--- config.mk ---
export PLATFORM = sky130hd
export DESIGN_NAME = lsa_front
export DESIGN_NICKNAME = d
export VERILOG_FILES = /design/src/lsa_pkg.sv /design/src/lsa_front.sv
export SDC_FILE = /design/constraint.sdc
export NUM_CORES = 1
export LEC_CHECK = 0
export ABC_AREA = 1
export BUFFER_PORTS_ARGS = -buffer_cell sky130_fd_sc_hd__buf_2
export CAP_MARGIN = 15
export CORE_MARGIN = 3
export CORE_UTILIZATION = 50
export DETAILED_ROUTE_END_ITERATION = 7
export PLACE_DENSITY = 0.8
export SLEW_MARGIN = 20
export SYNTH_ARGS = -nofsm -noshare
export SYNTH_HDL_FRONTEND = slang
export SYNTH_SLANG_ARGS = --single-unit
--- constraint.sdc ---
create_clock -name clk_i -period 3.15 [get_ports clk_i]
set_input_delay 0.315 -clock clk_i [delete_from_list [all_inputs] [get_ports clk_i]]
set_output_delay 0.315 -clock clk_i [all_outputs]
set_load 0.01 [all_outputs]
--- src/lsa_pkg.sv ---
// ----------------------------------------------------------------------------
// Local sequence aligner package
// Shared widths, request codes and the item passed from front to back.
// ----------------------------------------------------------------------------
package lsa_pkg;

  localparam int unsigned MaxLen  = 32;
  localparam int unsigned IdxW    = $clog2(MaxLen);
  localparam int unsigned CntW    = $clog2(MaxLen + 1);
  localparam int unsigned ScoreW  = 13;
  localparam int unsigned CellW   = 16;
  localparam int unsigned ColW    = $clog2(2 * MaxLen);
  localparam int unsigned ColCntW = $clog2(2 * MaxLen + 1);
  localparam logic [7:0]  GapChar = 8'd45;

  typedef enum logic [1:0] {
    REQ_FIRST  = 2'd0,
    REQ_SECOND = 2'd1,
    REQ_RUN    = 2'd2,
    REQ_NONE   = 2'd3
  } req_e;

  typedef enum logic [1:0] {
    CFG_MATCH    = 2'd0,
    CFG_MISMATCH = 2'd1,
    CFG_GAP      = 2'd2,
    CFG_NONE     = 2'd3
  } cfg_e;

  typedef enum logic [1:0] {
    MV_LEFT = 2'd1,
    MV_UP   = 2'd2,
    MV_DIAG = 2'd3,
    MV_NONE = 2'd0
  } move_e;

  // Item handed from the front part to the back part.
  typedef struct packed {
    logic            run;
    logic            second;
    logic [7:0]      symbol;
  } cmd_t;

endpackage

--- src/lsa_front.sv ---
// ----------------------------------------------------------------------------
// Local sequence aligner front
// Accepts request items, drops unknown codes and queues the rest.
// ----------------------------------------------------------------------------
module lsa_front import lsa_pkg::*; (
  input  logic       clk_i,
  input  logic       rst_ni,
  input  logic       in_valid,
  output logic       in_stall,
  input  logic [1:0] req_type_i,
  input  logic [7:0] symbol_i,
  output logic       cmd_valid_o,
  input  logic       cmd_pop_i,
  output cmd_t       cmd_o
);

  cmd_t       fifo_q [2];
  logic       wr_q, rd_q;
  logic [1:0] cnt_q;
  logic       push;

  assign in_stall    = (cnt_q == 2'd2);
  assign push        = in_valid && !in_stall && (req_type_i != REQ_NONE);
  assign cmd_valid_o = (cnt_q != 2'd0);
  assign cmd_o       = fifo_q[rd_q];

  always_ff @(posedge clk_i) begin
    if (push) begin
      fifo_q[wr_q] <= '{run: (req_type_i == REQ_RUN), second: (req_type_i == REQ_SECOND),
                        symbol: symbol_i};
    end
  end

  always_ff @(posedge clk_i or negedge rst_ni) begin
    if (!rst_ni) begin
      wr_q  <= 1'b0;
      rd_q  <= 1'b0;
      cnt_q <= 2'd0;
    end else begin
      if (push) wr_q <= ~wr_q;
      if (cmd_pop_i) rd_q <= ~rd_q;
      case ({push, cmd_pop_i})
        2'b10:   cnt_q <= cnt_q + 2'd1;
        2'b01:   cnt_q <= cnt_q - 2'd1;
        default: cnt_q <= cnt_q;
      endcase
    end
  end

endmodule

==> results of run 1 <==
stage by stage:
stage / setup WS (ns) / total power, mW / util
floorplan: 1.75 / 0.679 / -
global placement: 1.54 / 0.773 / 0.629
detailed placement: 1.45 / 0.790 / 0.629
CTS: 1.42 / 0.920 / 0.649
global route: 1.21 / 0.981 / 0.649
finish: 1.46 / 0.904 / 0.649
worst max-delay path: cells and delay by family, from the launching register on:
family / cells / cell delay [ns]
compound gates: 1 / 0.11
buf+inv: 1 / 0.15
simple gates: 1 / 0.10
flops: 1 / 0.72
Yosys cell counts:
cell and n:
sky130_fd_sc_hd__xor2_1 1, sky130_fd_sc_hd__nand3_1 1, sky130_fd_sc_hd__dfrtp_1 4, sky130_fd_sc_hd__nand3_4 1, sky130_fd_sc_hd__inv_1 18, sky130_fd_sc_hd__o21ai_1 2, sky130_fd_sc_hd__buf_4 1, sky130_fd_sc_hd__nand2_1 18
sky130_fd_sc_hd__inv_2 1, sky130_fd_sc_hd__o21ai_0 8, sky130_fd_sc_hd__ha_1 1, sky130_fd_sc_hd__xnor2_1 1, sky130_fd_sc_hd__nand2_4 1, sky130_fd_sc_hd__nand4_1 2, sky130_fd_sc_hd__nor2_1 3, sky130_fd_sc_hd__edfxtp_1 20
sky130_fd_sc_hd__buf_2 1
report_power, final:
group / total, mW / leakage (nW) / internal, mW / switching, mW
clock network: 0.130 / 0.0150 / 0.0493 / 0.0807
logic: 0.291 / 0.303 / 0.118 / 0.173
registers: 0.483 / 0.233 / 0.423 / 0.0603
total: 0.904 / 0.551 / 0.591 / 0.314
registers in the layout (all words and copies together) (netlist names):
| register | count |
|---|---|
| fifo_q | 20 |
| wr_q | 1 |
| rd_q | 1 |
| cnt_q | 2 |
per-layer routing:
| metal | vias up | part of all wire | GRT usage |
|---|---|---|---|
| li1 | 328 | - | - |
| met1 | 281 | 0.42 | 0.149 |
| met2 | 17 | 0.54 | 0.243 |
| met3 | 2 | 0.038 | 0.0267 |
| met4 | 0 | 0.0082 | 0.0538 |
| met5 | - | 0 | 0 |
logic make-up (layout without fill, tap and decap cells):
group           count (synthesis)  after routing  synth area share
flops                          24             24             0.708
simple gates                   26             26             0.126
compound gates                 10             10            0.0506
fa+ha+maj                       1              1            0.0126
buf+inv                        21             49            0.0847
xor+xnor                        2              2            0.0177
worst paths after layout:
path,to,from,depth (start not counted),slack [ns]
worst max register to register,fifo_q[1][0]$_DFFE_PP_,cnt_q[0]$_DFFE_PN0P_,4,1.54
max in group asynchronous,wr_q$_DFFE_PN0P_,rst_ni,2,2.70
worst min register to register,wr_q$_DFFE_PN0P_,wr_q$_DFFE_PN0P_,2,0.48
min in group asynchronous,cnt_q[0]$_DFFE_PN0P_,rst_ni,2,0.33
worst min-delay path,fifo_q[1][2]$_DFFE_PP_,symbol_i[2],1,0.19
worst max-delay path,cmd_o[7],rd_q$_DFFE_PN0P_,3,1.46
final cells by class:
| type | count | area share |
|---|---|---|
| multi-input combinational | 39 | 0.175 |
| inverter | 19 | 0.0610 |
| tap | 25 | 0.0267 |
| sequential | 24 | 0.599 |
| clock buffer | 4 | 0.0225 |
| timing repair buffer | 26 | 0.116 |
==> Implementation_results.wiki, run 1 <==
{| class="wikitable"
! Metric !! Value
|-
| Setup repair after global routing missed its margin || false
|-
| Remaining routing DRC violations || 0
|-
| Post-synthesis sequential element count || 24
|-
| CP max stage delay || 0.72 ns
|-
| DRT Pass-1 Iters || 2
|-
| Crit path launch type || flop
|-
| Post-route fraction of the period consumed by the critical path || 0.536
|-
| Via count of the first global-routing pass || 631
|-
| Core region area || 1800 sq um
|-
| Filler cell count || 166
|-
| Maximum clock frequency || 0.592 GHz
|-
| CP Cell Sequence || nand2_1, o21ai_1, buf_2
|-
| Result of the run || complete, no violations
|-
| Synthesized Nets || 99
|-
| Post-layout minimum cycle time || 1.69 ns
|-
| Clock root buffer master || sky130_fd_sc_hd__clkbuf_4
|-
| Num CTS Buffers || 3
|-
| # clock sinks || 24
|-
| Max capacitance violation total || 0
|-
| P&R area growth vs syn || 18.2%
|-
| Dpl hpwl || 1140 um
|-
| Peak VDD IR || 562 uV
|-
| Instance count after placement with tap cells included || 132
|-
| GP Congestion || 0.807
|-
| CP required || 2.83 ns
|-
| Setup Viol. Count Final || 0
|-
| Pin count of the biggest net entering global routing || 22
|-
| Synth Warn # || 0
|-
| Worst Path Arrival || 1.37 ns
|-
| Average vias per placed instance || 4.58
|-
| Fraction of layout cells with a size suffix above 1 || 0.277
|-
| First-pass GRT wire length || 2570 um
|-
| Finished layout cell area || 1170 sq um
|-
| # rows || 15
|-
| Total wire length || 1470 um
|-
| Critical path peak fanout || 21
|-
| Count of unique library cells instantiated by Yosys || 17
|-
| TritonCTS clock tree || yes
|-
| Worst path slowest cell || sky130_fd_sc_hd__dfrtp_1
|-
| Total Neg Setup Slack || 0 ns
|-
| Remaining Overflow, GRT || 0
|-
| Max Clock Skew || 0.00343 ns
|-
| Max-slew headroom || 0.456
|-
| Top-area cell type share of the netlist area || 0.607
|-
| Dpl cell area || 1130 sq um
|-
| Total power per unit cell area || 773 nW/um^2
|-
| Vertical die dimension || 50.5 um
|-
| Vias || 628
|-
| Final antenna diode count || 0
|-
| Iter 0 DRT Violations || 5
|-
| Effective utilization at floorplan || 0.549
|-
| Path type of the worst min-delay path || in -> reg
|-
| Post-route insts no fill || 137
|-
| Post-Syn Instances || 84
|-
| Most common cell after layout, fill and taps aside || sky130_fd_sc_hd__buf_2
|-
| Most frequent cells in the layout || sky130_fd_sc_hd__buf_2, sky130_fd_sc_hd__edfxtp_1, sky130_fd_sc_hd__inv_1, sky130_fd_sc_hd__nand2_1, sky130_fd_sc_hd__o21ai_0
|-
| # resized after CTS || 0
|-
| Cell taking the most area after synthesis || sky130_fd_sc_hd__edfxtp_1
|-
| Reg area || 701 sq um
|-
| H-tree level count || 1
|-
| Routed wire length per instance || 10.7 um
|-
| Buffer levels on the longest clock path || 2
|-
| Final-stage net count || 128
|-
| Worst-Margin Slew || 0.813 ns
|-
| Count of boundary I/O pins || 26
|-
| Cell types occupying the most area after synthesis || sky130_fd_sc_hd__edfxtp_1, sky130_fd_sc_hd__dfrtp_1, sky130_fd_sc_hd__inv_1, sky130_fd_sc_hd__nand2_1, sky130_fd_sc_hd__o21ai_0
|-
| Post-cts hold buffer count || 1
|-
| Kind of end point of the critical path || output pin
|-
| Fin. Hold Viols || 0
|-
| Sequential fraction of the synthesis area || 0.708
|-
| All-Layer GR Usage || 0.133
|-
| Clock latency on the worst-skew pair || 0.30 ns
|-
| Floorplan die area || 2550 sq um
|-
| Clock input transition at the sequential cells of the worst setup and hold paths || 0.12 ns
|-
| Initial antenna violation count || 0
|-
| Average cell area after synthesis || 11.8 sq um
|-
| Post-synthesis instance area || 990 sq um
|-
| Static Leak || 0.551 nW
|-
| Number of slew-limit violations in the final report || 0
|-
| Number of I/O port buffers || 25
|-
| Number of nets with antenna violations after detailed routing || 0
|-
| Multi-input gate area in the final layout || 205 sq um
|-
| DIE WIDTH || 50.5 um
|-
| Worst-case hold slack || 0.193 ns
|-
| Buffers inserted by post-CTS timing repair || 0
|-
| Type of the setup path with the least slack || reg -> out
|}
Power figures use the tool's default switching activity.
==> run 2, diff against run 1 <==
==> constraint.sdc (replaced) <==
create_clock -name clk_i -period 1.6 [get_ports clk_i]
set_input_delay 0.16 -clock clk_i [delete_from_list [all_inputs] [get_ports clk_i]]
set_output_delay 0.16 -clock clk_i [all_outputs]
set_load 0.01 [all_outputs]
==> run 2 against run 1 <==
  * Via count up 7.2%
  * Sequential cell count unchanged
  * Count of clock-buffer cells in the layout shrank 1
  * Global-route usage rose by 1.1 points
  * First-iteration DRC count grew to 3.0 times the previous value
  * Sequential share of layout area fell by 2.9 points
  * Sequential power up 98%
  * Cell count grew 2.9%
  * Critical path depth down 1
  * Die area is the same
  * Clock skew up 0.0033 ns
  * Combinational power is 110% higher
  * Critical endpoint is now cmd_o[6]
==> Implementation_results.wiki, run 2 (same netlist as run 1, synthesis figures left out) <==
{| class="wikitable"
! Metric !! Value
|-
| Setup Viol. Count Final || 0
|-
| Total wire length || 1630 um
|-
| Max Clock Skew || 0.00672 ns
|-
| Worst-case hold slack || 0.0309 ns
|-
| Result of the run || complete, no violations
|-
| Total power per unit cell area || 1610 nW/um^2
|-
| GP Congestion || 0.691
|-
| DIE WIDTH || 50.5 um
|-
| H-tree level count || 1
|-
| Routed wire length per instance || 11.5 um
|-
| Max FFs per register || 20
|-
| Worst Path Arrival || 1.26 ns
|-
| Worst-case register-to-register setup slack || 0.30 ns
|-
| Max-slew headroom || 0.754
|-
| Switch share || 0.326
|-
| NetSw || 0.646 mW
|-
| # rows || 15
|-
| Clock network fraction of design power || 0.215
|-
| Pin count of the biggest net entering global routing || 22
|-
| Peak VDD IR || 1200 uV
|-
| Type of the setup path with the least slack || reg -> out
|-
| Floorplan die area || 2550 sq um
|-
| DRT Pass-1 Iters || 3
|-
| Top reg by flops || fifo_q
|-
| P&R area growth vs syn || 24.5%
|-
| Number of I/O port buffers || 25
|-
| Total Neg Setup Slack || 0 ns
|-
| Final-stage net count || 132
|-
| Remaining routing DRC violations || 0
|-
| Sequential Power Share || 0.482
|-
| Via count of the first global-routing pass || 642
|-
| Effective utilization at floorplan || 0.549
|-
| Path type of the worst min-delay path || in -> reg
|-
| Iter 0 DRT Violations || 15
|-
| Post-route fraction of the period consumed by the critical path || 0.890
|-
| Setup repair after global routing missed its margin || false
|-
| Vias || 673
|-
| All-Layer GR Usage || 0.143
|-
| Clock latency on the worst-skew pair || 0.31 ns
|-
| Post-layout minimum cycle time || 1.42 ns
|-
| Clock input transition at the sequential cells of the worst setup and hold paths || 0.13 ns
|-
| Fraction of layout cells with a size suffix above 1 || 0.302
|-
| TritonCTS clock tree || yes
|-
| Clock root buffer master || sky130_fd_sc_hd__clkbuf_4
|-
| Comb power frac || 0.303
|-
| Initial antenna violation count || 0
|-
| Cell depth of the worst flop-to-flop path || 8
|-
| Most frequent cells in the layout || sky130_fd_sc_hd__buf_2, sky130_fd_sc_hd__edfxtp_1, sky130_fd_sc_hd__inv_1, sky130_fd_sc_hd__nand2_1, sky130_fd_sc_hd__o21ai_0
|-
| Max capacitance violation total || 0
|-
| Remaining Overflow, GRT || 0
|-
| Average vias per placed instance || 4.77
|-
| Critical path peak fanout || 21
|-
| Internal Pwr Total || 1.34 mW
|-
| Power after layout || 1.98 mW
|-
| Final antenna diode count || 0
|-
| # clock sinks || 24
|-
| Count of boundary I/O pins || 26
|-
| Dpl hpwl || 1150 um
|-
| Number of nets with antenna violations after detailed routing || 0
|-
| Most common cell after layout, fill and taps aside || sky130_fd_sc_hd__buf_2
|-
| Maximum clock frequency || 0.703 GHz
|-
| Fin. Hold Viols || 0
|-
| Top flop regs || fifo_q: 20 flops, cnt_q: 2 flops
|-
| Core region area || 1800 sq um
|-
| Static Leak || 0.582 nW
|-
| Num CTS Buffers || 3
|-
| CP required || 1.44 ns
|-
| Crit path launch type || flop
|-
| Number of stages on the worst hold path || 1
|-
| Kind of end point of the critical path || output pin
|-
| Buffer levels on the longest clock path || 2
|-
| First-pass GRT wire length || 2680 um
|-
| Number of slew-limit violations in the final report || 0
|-
| Worst-Margin Slew || 0.369 ns
|-
| Vertical die dimension || 50.5 um
|}
-- run 2: timing repair --
item / in CTS / in global routing
hold endpoints to repair: 4 / 4
hold buffers: 1 / 2
buffers inserted: 0 / 0
endpoints found under the setup margin: 0 / 10
resized for setup: 0 / 1
-- run 2: cell type report --
class	count	area [sq um]
multi-input cells	39	205
inverters	19	71.3
clock inverters	1	30.0
fillers	142	569
flip-flops and latches	24	702
repair buffers	30	170
well taps	25	31.3
clock buffers	3	22.5
-- run 2: critical path: stages (launching register included) --
cell                      delay [ns]
sky130_fd_sc_hd__dfrtp_2        0.56
sky130_fd_sc_hd__o21ai_0        0.23
sky130_fd_sc_hd__buf_2          0.16
-- run 2: layer usage --
metal,track usage,vias up,wire length (um)
li1,-,334,-
met1,0.150,321,655
met2,0.257,16,869
met3,0.0445,2,88
met4,0.0717,0,12
met5,0,-,0
-- run 2: power by group through the flow --
stage / Sequential [mW] / Clock (mW) / Combinational (mW)
6_report: 0.956 / 0.426 / 0.602
5_1_grt: 0.987 / 0.459 / 0.673
4_1_cts: 0.953 / 0.432 / 0.607
3_5_place_dp: 0.967 / 0 / 0.600
3_3_place_gp: 0.961 / 0 / 0.581
2_1_floorplan: 0.901 / 0 / 0.436
-- run 2: path summary, 6_finish.rpt --
| check | start | endpoint |
|---|---|---|
| setup / recovery | rd_q$_DFFE_PN0P_ | cmd_o[6] |
| max in group asynchronous | rst_ni | rd_q$_DFFE_PN0P_ |
| hold reg to reg | wr_q$_DFFE_PN0P_ | wr_q$_DFFE_PN0P_ |
| hold / removal | symbol_i[6] | fifo_q[1][6]$_DFFE_PP_ |
| min in group asynchronous | rst_ni | rd_q$_DFFE_PN0P_ |
| setup reg to reg | cnt_q[0]$_DFFE_PN0P_ | cnt_q[1]$_DFFE_PN0P_ |
-- run 2: per-stage QoR --
stage / setup WS [ns] / area (sq um) / instances / util
after floorplan: 0.203 / 990 / 84 / -
after global placement: 0.353 / 1150 / 134 / 0.638
after detailed placement: 0.318 / 1150 / 134 / 0.638
after CTS: 0.000464 / 1210 / 139 / 0.672
after global routing: 0.0574 / 1230 / 141 / 0.684
final: 0.177 / 1230 / 141 / 0.684
